## src/hw/rtl/multi_channel_soft_timer_table_defines.svh

```systemverilog
// Assertion macros for the soft timer table.
// The assertions sample on clk and are held off while rst_n is low.
`ifndef MULTI_CHANNEL_SOFT_TIMER_TABLE_DEFINES_SVH
`define MULTI_CHANNEL_SOFT_TIMER_TABLE_DEFINES_SVH

`ifndef SYNTHESIS
`define MCST_ASSERT_IMP(label, ante, cons, msg) \
    label: assert property (@(posedge clk) disable iff (!rst_n) (ante) |-> (cons)) \
        else $error(msg);
`define MCST_ASSERT_NXT(label, ante, cons, msg) \
    label: assert property (@(posedge clk) disable iff (!rst_n) (ante) |=> (cons)) \
        else $error(msg);
`else
`define MCST_ASSERT_IMP(label, ante, cons, msg)
`define MCST_ASSERT_NXT(label, ante, cons, msg)
`endif

`endif

```

## src/hw/rtl/mcst_pkg.sv

```systemverilog
package mcst_pkg;

    localparam int NUM_TIMERS = 8;
    localparam int IDX_W      = (NUM_TIMERS > 1) ? $clog2(NUM_TIMERS) : 1;
    localparam int SCAN_W     = IDX_W + 1;

    localparam int ACT_W    = 3;
    localparam int TIME_W   = 32;
    localparam int ID_W     = 4;
    localparam int PMS_W    = 19;
    localparam int TPS_W    = 14;
    localparam int STATUS_W = 2;
    localparam int RID_W    = 3;

    localparam int PROD_W        = PMS_W + TPS_W;
    localparam int MS_PER_SECOND = 1000;

    // x / 1000 == (x >> 3) / 125; for a 30-bit value the divide by 125 is exact as
    // (x * ceil(2^37 / 125)) >> 37
    localparam int DIV_PRE_SHIFT = 3;
    localparam int QIN_W         = PROD_W - DIV_PRE_SHIFT;
    localparam int RECIP_W       = 31;
    localparam int RECIP_SHIFT   = 37;
    localparam int QPROD_W       = QIN_W + RECIP_W;
    localparam logic [RECIP_W-1:0] RECIP_125 = 31'd1099511628;

    localparam int MAX_RESULTS = 8;
    localparam int RES_CNT_W   = $clog2(MAX_RESULTS + 1);

    localparam int CMDQ_DEPTH = 2;
    localparam int CMDQ_PTR_W = (CMDQ_DEPTH > 1) ? $clog2(CMDQ_DEPTH) : 1;
    localparam int CMDQ_CNT_W = $clog2(CMDQ_DEPTH + 1);

    localparam logic [TPS_W-1:0] TPS_RESET = 14'd15993;

    localparam logic [ACT_W-1:0] ACT_TICK    = 3'd0;
    localparam logic [ACT_W-1:0] ACT_SET     = 3'd1;
    localparam logic [ACT_W-1:0] ACT_MODIFY  = 3'd2;
    localparam logic [ACT_W-1:0] ACT_KILL    = 3'd3;
    localparam logic [ACT_W-1:0] ACT_RESTART = 3'd4;
    localparam logic [ACT_W-1:0] ACT_STOP    = 3'd5;

    localparam logic [STATUS_W-1:0] ST_OK      = 2'd0;
    localparam logic [STATUS_W-1:0] ST_ERR     = 2'd1;
    localparam logic [STATUS_W-1:0] ST_EXPIRED = 2'd2;
    localparam logic [STATUS_W-1:0] ST_NOEXP   = 2'd3;

    typedef enum logic [1:0] {
        SLOT_FREE,
        SLOT_RUN,
        SLOT_STOP
    } slot_state_t;

    typedef enum logic [2:0] {
        OP_TICK,
        OP_SET,
        OP_MODIFY,
        OP_KILL,
        OP_RESTART,
        OP_STOP,
        OP_ERROR
    } op_t;

    typedef enum logic [1:0] {
        F_IDLE,
        F_DIV,
        F_PUSH
    } front_state_t;

    typedef enum logic [1:0] {
        B_IDLE,
        B_ONE,
        B_SET,
        B_TICK
    } back_state_t;

    typedef struct packed {
        op_t               op;
        logic [TIME_W-1:0] now;
        logic [IDX_W-1:0]  idx;
        logic [TIME_W-1:0] per;
        logic              ss;
    } cmd_t;

    typedef struct packed {
        logic                valid;
        logic [STATUS_W-1:0] status;
        logic [RID_W-1:0]    id;
        logic                last;
    } result_t;

    // slot index as reported: zero-extended or cut to the result id width
    function automatic logic [RID_W-1:0] report_id(input logic [IDX_W-1:0] idx);
        logic [31:0] wide;
        wide = 32'(idx);
        return wide[RID_W-1:0];
    endfunction

endpackage

```

## src/hw/rtl/mcst_front.sv

```systemverilog
module mcst_front
    import mcst_pkg::*;
(
    input  logic              clk,
    input  logic              rst_n,
    input  logic              start,
    input  logic [ACT_W-1:0]  action,
    input  logic [TIME_W-1:0] now_time,
    input  logic [ID_W-1:0]   target_id,
    input  logic [PMS_W-1:0]  period_ms,
    input  logic              single_shot,
    input  logic [TPS_W-1:0]  tps,
    output logic              busy,
    output logic              push,
    output cmd_t              push_cmd,
    input  logic              full
);

    front_state_t          state_reg, state_next;
    cmd_t                  cmd_reg, cmd_next;
    logic [PROD_W-1:0]     work_reg, work_next;

    logic [QPROD_W-1:0]    recip_prod;
    logic                  id_ok;

    // divide by 1000: drop 3 low bits, then reciprocal multiply for 125
    assign recip_prod = QPROD_W'(work_reg[PROD_W-1:DIV_PRE_SHIFT]) * QPROD_W'(RECIP_125);
    assign id_ok      = 32'(target_id) < NUM_TIMERS;

    assign busy     = state_reg != F_IDLE;
    assign push_cmd = cmd_reg;

    always_ff @(posedge clk or negedge rst_n)
    begin
        if (!rst_n)
        begin
            state_reg <= F_IDLE;
        end
        else
        begin
            state_reg <= state_next;
        end
    end

    always_ff @(posedge clk)
    begin
        cmd_reg  <= cmd_next;
        work_reg <= work_next;
    end

    always_comb
    begin
        state_next = state_reg;
        cmd_next   = cmd_reg;
        work_next  = work_reg;
        push       = 1'b0;
        case (state_reg)
            F_IDLE:
            begin
                if (start)
                begin
                    cmd_next.now = now_time;
                    cmd_next.idx = IDX_W'(target_id);
                    cmd_next.per = '0;
                    cmd_next.ss  = single_shot;
                    case (action)
                        ACT_TICK:    cmd_next.op = OP_TICK;
                        ACT_SET:     cmd_next.op = (period_ms != '0) ? OP_SET : OP_ERROR;
                        ACT_MODIFY:  cmd_next.op = id_ok ? OP_MODIFY : OP_ERROR;
                        ACT_KILL:    cmd_next.op = id_ok ? OP_KILL : OP_ERROR;
                        ACT_RESTART: cmd_next.op = id_ok ? OP_RESTART : OP_ERROR;
                        ACT_STOP:    cmd_next.op = id_ok ? OP_STOP : OP_ERROR;
                        default:     cmd_next.op = OP_ERROR;
                    endcase
                    work_next = PROD_W'(period_ms) * PROD_W'(tps);
                    if (cmd_next.op == OP_SET || cmd_next.op == OP_MODIFY)
                    begin
                        state_next = F_DIV;
                    end
                    else
                    begin
                        state_next = F_PUSH;
                    end
                end
            end
            F_DIV:
            begin
                cmd_next.per = TIME_W'(recip_prod[QPROD_W-1:RECIP_SHIFT]);
                state_next   = F_PUSH;
            end
            F_PUSH:
            begin
                if (!full)
                begin
                    push       = 1'b1;
                    state_next = F_IDLE;
                end
            end
            default:
            begin
                state_next = F_IDLE;
            end
        endcase
    end

endmodule

```

## src/hw/rtl/mcst_cmd_fifo.sv

```systemverilog
module mcst_cmd_fifo
    import mcst_pkg::*;
(
    input  logic clk,
    input  logic rst_n,
    input  logic push,
    input  cmd_t push_cmd,
    output logic full,
    input  logic pop,
    output cmd_t head_cmd,
    output logic head_valid
);

    cmd_t                  entry_reg [CMDQ_DEPTH];
    logic [CMDQ_PTR_W-1:0] wr_ptr_reg, wr_ptr_next;
    logic [CMDQ_PTR_W-1:0] rd_ptr_reg, rd_ptr_next;
    logic [CMDQ_CNT_W-1:0] count_reg, count_next;
    logic                  do_push;
    logic                  do_pop;

    assign full       = count_reg == CMDQ_CNT_W'(CMDQ_DEPTH);
    assign head_valid = count_reg != '0;
    assign head_cmd   = entry_reg[rd_ptr_reg];
    assign do_push    = push && !full;
    assign do_pop     = pop && head_valid;

    always_comb
    begin
        wr_ptr_next = wr_ptr_reg;
        rd_ptr_next = rd_ptr_reg;
        count_next  = count_reg;
        if (do_push)
        begin
            wr_ptr_next = (wr_ptr_reg == CMDQ_PTR_W'(CMDQ_DEPTH - 1)) ? '0
                                                                       : wr_ptr_reg + 1'b1;
        end
        if (do_pop)
        begin
            rd_ptr_next = (rd_ptr_reg == CMDQ_PTR_W'(CMDQ_DEPTH - 1)) ? '0
                                                                       : rd_ptr_reg + 1'b1;
        end
        case ({do_push, do_pop})
            2'b10:   count_next = count_reg + 1'b1;
            2'b01:   count_next = count_reg - 1'b1;
            default: count_next = count_reg;
        endcase
    end

    always_ff @(posedge clk or negedge rst_n)
    begin
        if (!rst_n)
        begin
            wr_ptr_reg <= '0;
            rd_ptr_reg <= '0;
            count_reg  <= '0;
        end
        else
        begin
            wr_ptr_reg <= wr_ptr_next;
            rd_ptr_reg <= rd_ptr_next;
            count_reg  <= count_next;
        end
    end

    always_ff @(posedge clk)
    begin
        if (do_push)
        begin
            entry_reg[wr_ptr_reg] <= push_cmd;
        end
    end

endmodule

```

## src/hw/rtl/mcst_back.sv

```systemverilog
module mcst_back
    import mcst_pkg::*;
(
    input  logic    clk,
    input  logic    rst_n,
    input  logic    head_valid,
    input  cmd_t    head_cmd,
    output logic    pop,
    output result_t res
);

    slot_state_t        slot_st_reg  [NUM_TIMERS];
    logic               slot_ss_reg  [NUM_TIMERS];
    logic [TIME_W-1:0]  slot_per_reg [NUM_TIMERS];
    logic [TIME_W-1:0]  slot_exp_reg [NUM_TIMERS];

    back_state_t        bstate_reg, bstate_next;
    cmd_t               cur_reg, cur_next;
    logic [SCAN_W-1:0]  scan_reg, scan_next;
    result_t            res_reg, res_next;

    // tick pipeline: stage A reads one slot, stage B writes it back
    logic               a_valid_reg, a_valid_next;
    logic [IDX_W-1:0]   a_idx_reg, a_idx_next;
    logic               a_run_reg, a_run_next;
    logic               a_ss_reg, a_ss_next;
    logic               a_expired_reg, a_expired_next;
    logic [TIME_W-1:0]  a_per_reg, a_per_next;
    logic [TIME_W-1:0]  a_exp_reg, a_exp_next;
    logic [TIME_W-1:0]  a_diff_reg, a_diff_next;
    logic [TIME_W-1:0]  a_lim_reg, a_lim_next;
    logic [TIME_W-1:0]  a_sum_reg, a_sum_next;

    logic               pend_valid_reg, pend_valid_next;
    logic [IDX_W-1:0]   pend_idx_reg, pend_idx_next;
    logic [RES_CNT_W-1:0] n_reg, n_next;

    logic [IDX_W-1:0]   rd_idx;
    slot_state_t        rd_st;
    logic               rd_ss;
    logic [TIME_W-1:0]  rd_per;
    logic [TIME_W-1:0]  rd_exp;

    logic               wr_en;
    logic [IDX_W-1:0]   wr_idx;
    slot_state_t        wr_st;
    logic               wr_ss;
    logic [TIME_W-1:0]  wr_per;
    logic [TIME_W-1:0]  wr_exp;

    logic               issue;
    logic [TIME_W-1:0]  exp_adv;
    logic [TIME_W-1:0]  exp_fin;

    assign res    = res_reg;
    assign rd_idx = (bstate_reg == B_SET || bstate_reg == B_TICK) ? scan_reg[IDX_W-1:0]
                                                                  : cur_reg.idx;
    assign rd_st  = slot_st_reg[rd_idx];
    assign rd_ss  = slot_ss_reg[rd_idx];
    assign rd_per = slot_per_reg[rd_idx];
    assign rd_exp = slot_exp_reg[rd_idx];

    assign issue  = scan_reg < SCAN_W'(NUM_TIMERS);

    // when expired, advance by one period unless the slot fell behind, then clamp to now + period
    assign exp_adv = !a_expired_reg        ? a_exp_reg :
                     (a_per_reg > a_diff_reg) ? a_sum_reg : a_lim_reg;
    assign exp_fin = (a_lim_reg < exp_adv) ? a_lim_reg : exp_adv;

    always_comb
    begin
        bstate_next     = bstate_reg;
        cur_next        = cur_reg;
        scan_next       = scan_reg;
        res_next        = '0;
        pop             = 1'b0;
        a_valid_next    = 1'b0;
        a_idx_next      = a_idx_reg;
        a_run_next      = a_run_reg;
        a_ss_next       = a_ss_reg;
        a_expired_next  = a_expired_reg;
        a_per_next      = a_per_reg;
        a_exp_next      = a_exp_reg;
        a_diff_next     = a_diff_reg;
        a_lim_next      = a_lim_reg;
        a_sum_next      = a_sum_reg;
        pend_valid_next = pend_valid_reg;
        pend_idx_next   = pend_idx_reg;
        n_next          = n_reg;
        wr_en           = 1'b0;
        wr_idx          = cur_reg.idx;
        wr_st           = rd_st;
        wr_ss           = rd_ss;
        wr_per          = rd_per;
        wr_exp          = rd_exp;
        case (bstate_reg)
            B_IDLE:
            begin
                if (head_valid)
                begin
                    pop             = 1'b1;
                    cur_next        = head_cmd;
                    scan_next       = '0;
                    pend_valid_next = 1'b0;
                    n_next          = '0;
                    case (head_cmd.op)
                        OP_TICK: bstate_next = B_TICK;
                        OP_SET:  bstate_next = B_SET;
                        default: bstate_next = B_ONE;
                    endcase
                end
            end
            B_ONE:
            begin
                case (cur_reg.op)
                    OP_MODIFY:
                    begin
                        wr_en  = 1'b1;
                        wr_per = cur_reg.per;
                        wr_exp = cur_reg.now + cur_reg.per;
                    end
                    OP_KILL:
                    begin
                        wr_en = 1'b1;
                        wr_st = SLOT_FREE;
                    end
                    OP_RESTART:
                    begin
                        wr_en  = 1'b1;
                        wr_exp = cur_reg.now + rd_per;
                        wr_st  = SLOT_RUN;
                    end
                    OP_STOP:
                    begin
                        wr_en = 1'b1;
                        wr_st = SLOT_STOP;
                    end
                    default:
                    begin
                        wr_en = 1'b0;
                    end
                endcase
                res_next.valid  = 1'b1;
                res_next.status = (cur_reg.op == OP_ERROR) ? ST_ERR : ST_OK;
                res_next.last   = 1'b1;
                bstate_next     = B_IDLE;
            end
            B_SET:
            begin
                if (rd_st == SLOT_FREE)
                begin
                    wr_en           = 1'b1;
                    wr_idx          = rd_idx;
                    wr_st           = SLOT_RUN;
                    wr_ss           = cur_reg.ss;
                    wr_per          = cur_reg.per;
                    wr_exp          = cur_reg.now + cur_reg.per;
                    res_next.valid  = 1'b1;
                    res_next.status = ST_OK;
                    res_next.id     = report_id(rd_idx);
                    res_next.last   = 1'b1;
                    bstate_next     = B_IDLE;
                end
                else if (scan_reg == SCAN_W'(NUM_TIMERS - 1))
                begin
                    res_next.valid  = 1'b1;
                    res_next.status = ST_ERR;
                    res_next.last   = 1'b1;
                    bstate_next     = B_IDLE;
                end
                else
                begin
                    scan_next = scan_reg + 1'b1;
                end
            end
            B_TICK:
            begin
                if (issue)
                begin
                    a_valid_next   = 1'b1;
                    a_idx_next     = rd_idx;
                    a_run_next     = rd_st == SLOT_RUN;
                    a_ss_next      = rd_ss;
                    a_per_next     = rd_per;
                    a_exp_next     = rd_exp;
                    a_expired_next = cur_reg.now >= rd_exp;
                    a_diff_next    = cur_reg.now - rd_exp;
                    a_lim_next     = cur_reg.now + rd_per;
                    a_sum_next     = rd_exp + rd_per;
                    scan_next      = scan_reg + 1'b1;
                end
                if (a_valid_reg && a_run_reg)
                begin
                    wr_en  = 1'b1;
                    wr_idx = a_idx_reg;
                    wr_st  = (a_expired_reg && a_ss_reg) ? SLOT_FREE : SLOT_RUN;
                    wr_ss  = a_ss_reg;
                    wr_per = a_per_reg;
                    wr_exp = exp_fin;
                    // hold each expiry back one report so the final one can carry last
                    if (a_expired_reg && n_reg < RES_CNT_W'(MAX_RESULTS))
                    begin
                        if (pend_valid_reg)
                        begin
                            res_next.valid  = 1'b1;
                            res_next.status = ST_EXPIRED;
                            res_next.id     = report_id(pend_idx_reg);
                        end
                        pend_valid_next = 1'b1;
                        pend_idx_next   = a_idx_reg;
                        n_next          = n_reg + 1'b1;
                    end
                end
                if (!issue && !a_valid_reg)
                begin
                    res_next.valid  = 1'b1;
                    res_next.status = pend_valid_reg ? ST_EXPIRED : ST_NOEXP;
                    res_next.id     = pend_valid_reg ? report_id(pend_idx_reg) : '0;
                    res_next.last   = 1'b1;
                    pend_valid_next = 1'b0;
                    bstate_next     = B_IDLE;
                end
            end
            default:
            begin
                bstate_next = B_IDLE;
            end
        endcase
    end

    always_ff @(posedge clk or negedge rst_n)
    begin
        if (!rst_n)
        begin
            bstate_reg     <= B_IDLE;
            res_reg        <= '0;
            a_valid_reg    <= 1'b0;
            pend_valid_reg <= 1'b0;
            for (int i = 0; i < NUM_TIMERS; i++)
            begin
                slot_st_reg[i]  <= SLOT_FREE;
                slot_ss_reg[i]  <= 1'b0;
                slot_per_reg[i] <= '0;
                slot_exp_reg[i] <= '0;
            end
        end
        else
        begin
            bstate_reg     <= bstate_next;
            res_reg        <= res_next;
            a_valid_reg    <= a_valid_next;
            pend_valid_reg <= pend_valid_next;
            if (wr_en)
            begin
                slot_st_reg[wr_idx]  <= wr_st;
                slot_ss_reg[wr_idx]  <= wr_ss;
                slot_per_reg[wr_idx] <= wr_per;
                slot_exp_reg[wr_idx] <= wr_exp;
            end
        end
    end

    always_ff @(posedge clk)
    begin
        cur_reg       <= cur_next;
        scan_reg      <= scan_next;
        a_idx_reg     <= a_idx_next;
        a_run_reg     <= a_run_next;
        a_ss_reg      <= a_ss_next;
        a_expired_reg <= a_expired_next;
        a_per_reg     <= a_per_next;
        a_exp_reg     <= a_exp_next;
        a_diff_reg    <= a_diff_next;
        a_lim_reg     <= a_lim_next;
        a_sum_reg     <= a_sum_next;
        pend_idx_reg  <= pend_idx_next;
        n_reg         <= n_next;
    end

endmodule

```

## src/hw/rtl/multi_channel_soft_timer_table.sv

```systemverilog
// channel   handshake                   payload
// ------    --------------------------  ----------------------------------------------
// command   start, busy (start & !busy) action, now_time, target_id, period_ms, single_shot
// result    result_valid (1-cycle)      status, result_id, last
// config    cfg_valid, cfg_ready        cfg_data (ticks_per_second)
//
// Front: busy is high until the taken command is pushed; set/modify first pass F_DIV (ms
// product registered on accept, then shift-by-3 and reciprocal multiply for 125).
// Back: tick reads one slot per cycle through a two-stage read/update pipeline; set scans
// up to NUM_TIMERS slots; other commands are handled in B_ONE.
// Reset clears all slots to free with zero period and expiry, tick rate to 15993.
// The result side cannot stall; a full 2-word queue holds off the front via busy.
`include "multi_channel_soft_timer_table_defines.svh"

module multi_channel_soft_timer_table
    import mcst_pkg::*;
(
    input  logic                clk,
    input  logic                rst_n,
    input  logic                start,
    output logic                busy,
    input  logic [ACT_W-1:0]    action,
    input  logic [TIME_W-1:0]   now_time,
    input  logic [ID_W-1:0]     target_id,
    input  logic [PMS_W-1:0]    period_ms,
    input  logic                single_shot,
    input  logic                cfg_valid,
    output logic                cfg_ready,
    input  logic [TPS_W-1:0]    cfg_data,
    output logic                result_valid,
    output logic [STATUS_W-1:0] status,
    output logic [RID_W-1:0]    result_id,
    output logic                last
);

    logic [TPS_W-1:0] tps_reg;
    logic             push;
    cmd_t             push_cmd;
    logic             full;
    logic             pop;
    cmd_t             head_cmd;
    logic             head_valid;
    result_t          res;

    assign cfg_ready = 1'b1;

    always_ff @(posedge clk or negedge rst_n)
    begin
        if (!rst_n)
        begin
            tps_reg <= TPS_RESET;
        end
        else if (cfg_valid && cfg_ready)
        begin
            tps_reg <= cfg_data;
        end
    end

    mcst_front u_front (
        .clk         (clk),
        .rst_n       (rst_n),
        .start       (start),
        .action      (action),
        .now_time    (now_time),
        .target_id   (target_id),
        .period_ms   (period_ms),
        .single_shot (single_shot),
        .tps         (tps_reg),
        .busy        (busy),
        .push        (push),
        .push_cmd    (push_cmd),
        .full        (full)
    );

    mcst_cmd_fifo u_cmd_fifo (
        .clk        (clk),
        .rst_n      (rst_n),
        .push       (push),
        .push_cmd   (push_cmd),
        .full       (full),
        .pop        (pop),
        .head_cmd   (head_cmd),
        .head_valid (head_valid)
    );

    mcst_back u_back (
        .clk        (clk),
        .rst_n      (rst_n),
        .head_valid (head_valid),
        .head_cmd   (head_cmd),
        .pop        (pop),
        .res        (res)
    );

    assign result_valid = res.valid;
    assign status       = res.status;
    assign result_id    = res.id;
    assign last         = res.last;

    `MCST_ASSERT_NXT(a_accept_busy, start && !busy, busy, "front idle right after a command")
    `MCST_ASSERT_IMP(a_nonlast_expiry, result_valid && !last, status == ST_EXPIRED,
                     "only expiry words may be non-final")
    `MCST_ASSERT_NXT(a_gap_after_last, result_valid && last, !result_valid,
                     "result word right after a final word")

endmodule

```

## config.mk

```make
export PLATFORM = sky130hd
export DESIGN_NAME = multi_channel_soft_timer_table
export DESIGN_NICKNAME = d
export VERILOG_FILES = /design/src/hw/rtl/mcst_pkg.sv /design/src/hw/rtl/mcst_front.sv /design/src/hw/rtl/mcst_cmd_fifo.sv /design/src/hw/rtl/mcst_back.sv /design/src/hw/rtl/multi_channel_soft_timer_table.sv
export VERILOG_INCLUDE_DIRS = /design/src /design/src/hw/rtl
export SDC_FILE = /design/constraint.sdc
export NUM_CORES = 2
export LEC_CHECK = 0
export BUFFER_PORTS_ARGS = -buffer_cell sky130_fd_sc_hd__buf_2
export CORE_MARGIN = 1.5
export CORE_UTILIZATION = 50
export DETAILED_ROUTE_END_ITERATION = 10
export PLACE_DENSITY = 0.7
export SETUP_SLACK_MARGIN = 0.02
export SYNTH_ARGS = -nofsm -noshare
export SYNTH_HDL_FRONTEND = slang
export SYNTH_SLANG_ARGS = --single-unit
```

## constraint.sdc

```tcl
create_clock -name clk -period 23.3 [get_ports clk]
set_input_delay 0 -clock clk [delete_from_list [all_inputs] [get_ports clk]]
set_output_delay 0 -clock clk [all_outputs]
set_load 0.01 [all_outputs]
```

Word-level counts from Yosys, hierarchy flattened
Memory sizes are Yosys's and may differ from the RTL's.
Index checks and enable logic that the tools add are counted.
{"block": "word_totals", "reg_bits": 919, "ramBits": 142, "in_bits": 77, "out_inout_bits": 9, "elab_cells": 269, "n_memories": 1}
{"memory": "u_cmd_fifo.entry_reg", "depth": 2, "width": 71, "read_ports": 1, "rd_clocked_by_memory_dff": 0, "wr": 1, "line": "mcst_cmd_fifo.sv:14", "text": "cmd_t entry_reg [CMDQ_DEPTH];"}
{"block": "op_classes", "add_sub_neg": 10, "mul": 2, "n_lt_le_gt_ge": 9, "n_eq_ne": 35, "mux": 108, "n_bitwise": 2, "n_reduce_logical": 35}
{"cell": "bitwise mux 256 bit", "n": 2}
{"cell": "2-to-1 mux 32 bit", "n": 13}
{"cell": "binary-select mux 32 bit (select 3 bit)", "n": 2}
{"cell": "case mux 32 bit (3 select lines)", "n": 2}
{"cell": "case mux 32 bit (2 select lines)", "n": 2}
{"cell": "adder 32 bit", "n": 3}
{"cell": "demux 32 bit (select 3 bit)", "n": 1}
{"cell": "multiplier 30 x 29 -> 59 bit, second input constant", "n": 1}
{"cell": "2-to-1 mux 3 bit", "n": 12}
{"cell": "multiplier 19 x 14 -> 33 bit", "n": 1}
{"cell": "2-to-1 mux 33 bit", "n": 1}
{"cell": ">= comparator 32 bit", "n": 1}
{"cell": "greater-than comparator 32 bit", "n": 1}
{"cell": "< comparator 32 bit", "n": 1}
{"cell": "subtractor 32 bit", "n": 1}
{"cell": "2-to-1 mux 2 bit", "n": 14}
{"cell": "2-to-1 mux 1 bit", "n": 27}
{"cell": "2-to-1 mux 4 bit", "n": 6}
{"cell": "nonzero test 19 bit", "n": 1}
{"cell": "2-to-1 mux 6 bit", "n": 3}
{"cell": "case mux 2 bit (3 select lines)", "n": 3}
{"cell": "case mux 3 bit (6 select lines)", "n": 1}
{"cell": "bitwise mux 16 bit", "n": 1}
{"cell": "equality test 3 x 2 -> 1 bit, second input constant", "n": 5}
{"cell": "other kinds (42)", "n": 96}

Depth between registers and ports, before layout
{"block": "depth", "depth_word": 16, "depth_mapped": 27, "mapped_depth_nobuf": 25}

By module
From an unflattened synthesis, not the netlist that was laid out.
{"block": "unflattened", "cells_unflattened": 6781, "area_unflattened_um2": 74751.7}
{"module": "mcst_back", "instances": 1, "cells_per_inst": 3914, "area_each_um2": 42963.7, "seq_area_each_um2": 21135.3}
{"module": "mcst_front", "instances": 1, "cells_per_inst": 2597, "area_each_um2": 25633.3, "seq_area_each_um2": 2842.7}
{"module": "mcst_cmd_fifo", "instances": 1, "cells_per_inst": 239, "area_each_um2": 5611.6, "seq_area_each_um2": 4364.2}
{"module": "multi_channel_soft_timer_table", "instances": 1, "cells_per_inst": 31, "area_each_um2": 543.0, "seq_area_each_um2": 362.8}

Worst setup path before layout
No wires, ideal clock.
{"block": "synth_timing", "kind": "register to register", "from": "register u_back.bstate_reg[0]", "to": "register u_back.a_valid_reg", "setup_time_ns": 0.852, "arrival_ns": 8.022, "required_time_ns": 22.448, "setup_slack_ns": 14.426, "path_stages_with_launch": 6, "n_path_buf": 2, "synth_period_minus_slack_ns": 8.874, "path_cell_list": "dfrtp_1 > ha_1 > buf_2 > clkinv_1 > clkbuf_1 > nor2_1"}
{"block": "synth_via", "elab_chain_len": 2}
{"item": "start: declaration", "line": "mcst_back.sv:17", "text": "back_state_t bstate_reg, bstate_next;"}
{"item": "start signal: assignment", "line": "mcst_back.sv:249", "text": "bstate_reg <= bstate_next;"}
{"item": "equality test 2 bit", "line": "mcst_back.sv:96", "text": "case (bstate_reg)"}
{"item": "2-to-1 mux 1 bit", "line": "mcst_back.sv:96"}
{"item": "net u_back.a_valid_next", "line": "mcst_back.sv:23", "text": "logic a_valid_reg, a_valid_next;"}
{"item": "end signal: assignment", "line": "mcst_back.sv:251", "text": "a_valid_reg <= a_valid_next;"}
{"item": "end: declaration", "line": "mcst_back.sv:23"}
The timed path passes the listed nets, and every way through them passes these cells.
A chain may end at the register's enable or synchronous reset.

==> qor.csv <==
metric;value;unit
Mapped Cells;6587;
critical path class;flop to flop;
synthesized-area fraction occupied by adder cells;24.6;%
Cell variety after synth;102;
Clock H-tree levels;3;
post-synthesis cell area;0.0725;mm^2
Final WS setup;14.72;ns
status;complete, but fails checks;
GRT Overall Usage;27.4;%
Chip Height;384;um
I/O Buffers;84;
Final min period;8.58;ns
dpl ws;14.66;ns
most frequent cells in the layout;inv_1 (831), nand2_1 (807), ha_1 (656), dfrtp_1 (556), fa_1 (481);
main flop type after synthesis;dfrtp_1;
Startpoint Class;flop;
GRT overflow;0;
min-delay src;now_time[26];
failing checks;design-rule violations;
Most common cell on crit path;fa_1;
layout overhead on the synthesized area;9.84;%
first-pass GRT wire length;309;mm
Final Net Count;7926;
via density per instance;5.86;
Post-Syn Nets;7801;
drt pass-1 iters;11;
max-cap violation count;0;
Routed wire per std cell;22.8;um
Synth Area in Compound Gates;10.9;%
cell depth of the worst flop-to-flop path;26;
worst path required time;23.77;ns
Slew @ Worst Pin;1.35;ns
ys async rst share;55.3;%
FILL cells;12100;
XOR/XNOR Fraction of Synth Area;1.94;%
RSZ-0062 raised after global routing;false;
fin cells;8709;
#FFs+latches synth;1026;
initial antenna violation count;4;
CORE AREA;0.144;mm^2
cell row count;139;
worst r2r src;u_front.work_reg[24];
Vias;51000;
CTS root buf;clkbuf_16;
Worst-Skew Late Latency;0.75;ns
die area;0.147;mm^2
drc violations;2;
Critical Path End Type;flop;
deepest clock path buffer count;3;
most common cell after layout, fill and taps aside;inv_1;
simple-gate share of the synthesized area;9.12;%
multiplexer share of the synthesized area;8.92;%
clk sinks;1026;
syn avg cell area;11.0;um^2
f_max;117;MHz
Min-Delay Path Class;primary input to flop;
Post-synth EDFFs;459;
Initial Util;50.4;%
Post-DRT Antenna Nets;0;
critical-path maximum fanout;10;
vias in the first global route;52200;
CP Launch Point;u_front.work_reg[24];
num ports;86;
cts bufs inserted;110;
final period utilization;36.8;%
Initial DRC Count;4543;
CP max-delay cell;edfxtp_1;
layout cells sized above 1;11.5;%
Max stage delay on crit path;0.77;ns
relative slew slack;9.21;%
placer congestion estimate;1.02;
Cells after DPL;8384;
Slew Limit Fails;0;
Synthesis Warnings;0;
sequential fraction of the synthesis area;38.6;%
CP arrival;9.05;ns
final hold vios;0;
Post-DP HPWL;146;mm
Hold Path Cell Cnt;2;
largest family of logic cells by synthesized area;adder cells;
largest net degree at the start of global routing;170;
clock-pin slew on the worst setup and hold paths;0.06;ns
setup_tns;0;ns
Setup violations, final;0;
final wirelength;199;mm
CTS tree;yes;
die width;384;um
clock skew;0.0438;ns
path summary, 6_finish.rpt:
check	end	slack [ns]
setup / recovery	u_front.push_cmd[22]	14.72
hold / removal	u_front.push_cmd[62]	0.05
setup reg to reg	u_front.push_cmd[22]	14.72
hold reg to reg	u_back.pend_idx_reg[2]	0.43
max in group asynchronous	u_back.slot_per_reg[200]	20.19
min in group asynchronous	u_back.slot_exp_reg[248]	0.22
metrics by stage:
step	hold slack, ns	util (%)	area, um^2
finish	0.0480	55.4	79600
global route	0.0280	55.4	79600
CTS	0.0162	55.4	79600
detailed placement	0.161	52.0	74800
global placement	0.160	52.0	74800
floorplan	-0.296	-	72500
final cells by class:
cell class | count | area, um^2 | area share [%]
clock inverter | 56 | 536 | 0.672
inverter | 835 | 3140 | 3.94
timing repair buffer | 270 | 2170 | 2.72
multi-input combinational | 4469 | 40400 | 50.7
clock buffer | 149 | 3070 | 3.86
sequential | 1026 | 28000 | 35.1
antenna | 1 | 2.50 | 0.00314
tap | 1903 | 2380 | 2.99
critical path, delay by kind of cell, from the launching register on:
| family | cells | cell delay, ns |
|---|---|---|
| adders and majority gates | 9 | 4.02 |
| AOI/OAI and AO/OA | 9 | 2.90 |
| DFF | 1 | 0.77 |
| buffers and inverters | 7 | 0.50 |
| and+or+nand+nor | 1 | 0.09 |
what timing repair did:
| action | CTS | global route |
|---|---|---|
| hold buffers | 119 | 0 |
| hold endpoints to repair | 202 | 0 |
| gates resized for setup | 0 | 0 |
| setup buffers | 0 | 0 |
cells by family after synthesis:
| group | count (synthesis) |
|---|---|
| AOI/OAI and AO/OA | 1260 |
| xor gates and xnor gates | 161 |
| adders and majority gates | 1137 |
| buffers and inverters | 1092 |
| DFF | 1026 |
| muxes | 462 |
| other | 1 |
| and+or+nand+nor | 1448 |
Yosys cell counts, drive strengths merged, types with 10 or more instances:
cell / instances / share of area, %
a2111oi: 15 / 0.19
a211o: 14 / 0.17
a211oi: 53 / 0.55
a21boi: 10 / 0.12
a21o: 92 / 0.95
a21oi: 243 / 1.7
a22o: 34 / 0.41
a22oi: 16 / 0.17
a31o: 12 / 0.14
a31oi: 27 / 0.24
and2: 117 / 1.0
and3: 25 / 0.22
buf: 91 / 0.70
clkbuf: 166 / 0.86
dfrtp: 557 / 19
dfstp: 10 / 0.36
edfxtp: 459 / 19
fa: 481 / 13
ha: 656 / 11
inv: 833 / 4.3
mux2: 260 / 4.0
mux2i: 81 / 1.1
mux4: 121 / 3.8
nand2: 808 / 4.2
nand2b: 34 / 0.29
nand3: 79 / 0.55
nand4: 31 / 0.32
nor2: 187 / 0.98
nor2b: 29 / 0.25
nor3: 55 / 0.39
nor4: 23 / 0.32
o211ai: 30 / 0.31
o21a: 38 / 0.39
o21ai: 504 / 3.5
o21bai: 19 / 0.20
o221ai: 13 / 0.17
o22ai: 10 / 0.086
o31a: 12 / 0.14
o31ai: 28 / 0.30
or2: 12 / 0.10
or3: 15 / 0.13
xnor2: 112 / 1.4
xor2: 49 / 0.59
metal layers:
metal	share of wire (%)	GRT usage (%)	vias to the layer above
li1	-	-	23100
met1	41	36.4	25700
met2	47	44.6	1793
met3	7.3	4.90	425
met4	4.4	10.8	0
met5	0	0	-
Power is left out: the tool's default activity adds up to more than one toggle a clock period on the data nets, which glitch-free logic cannot reach.
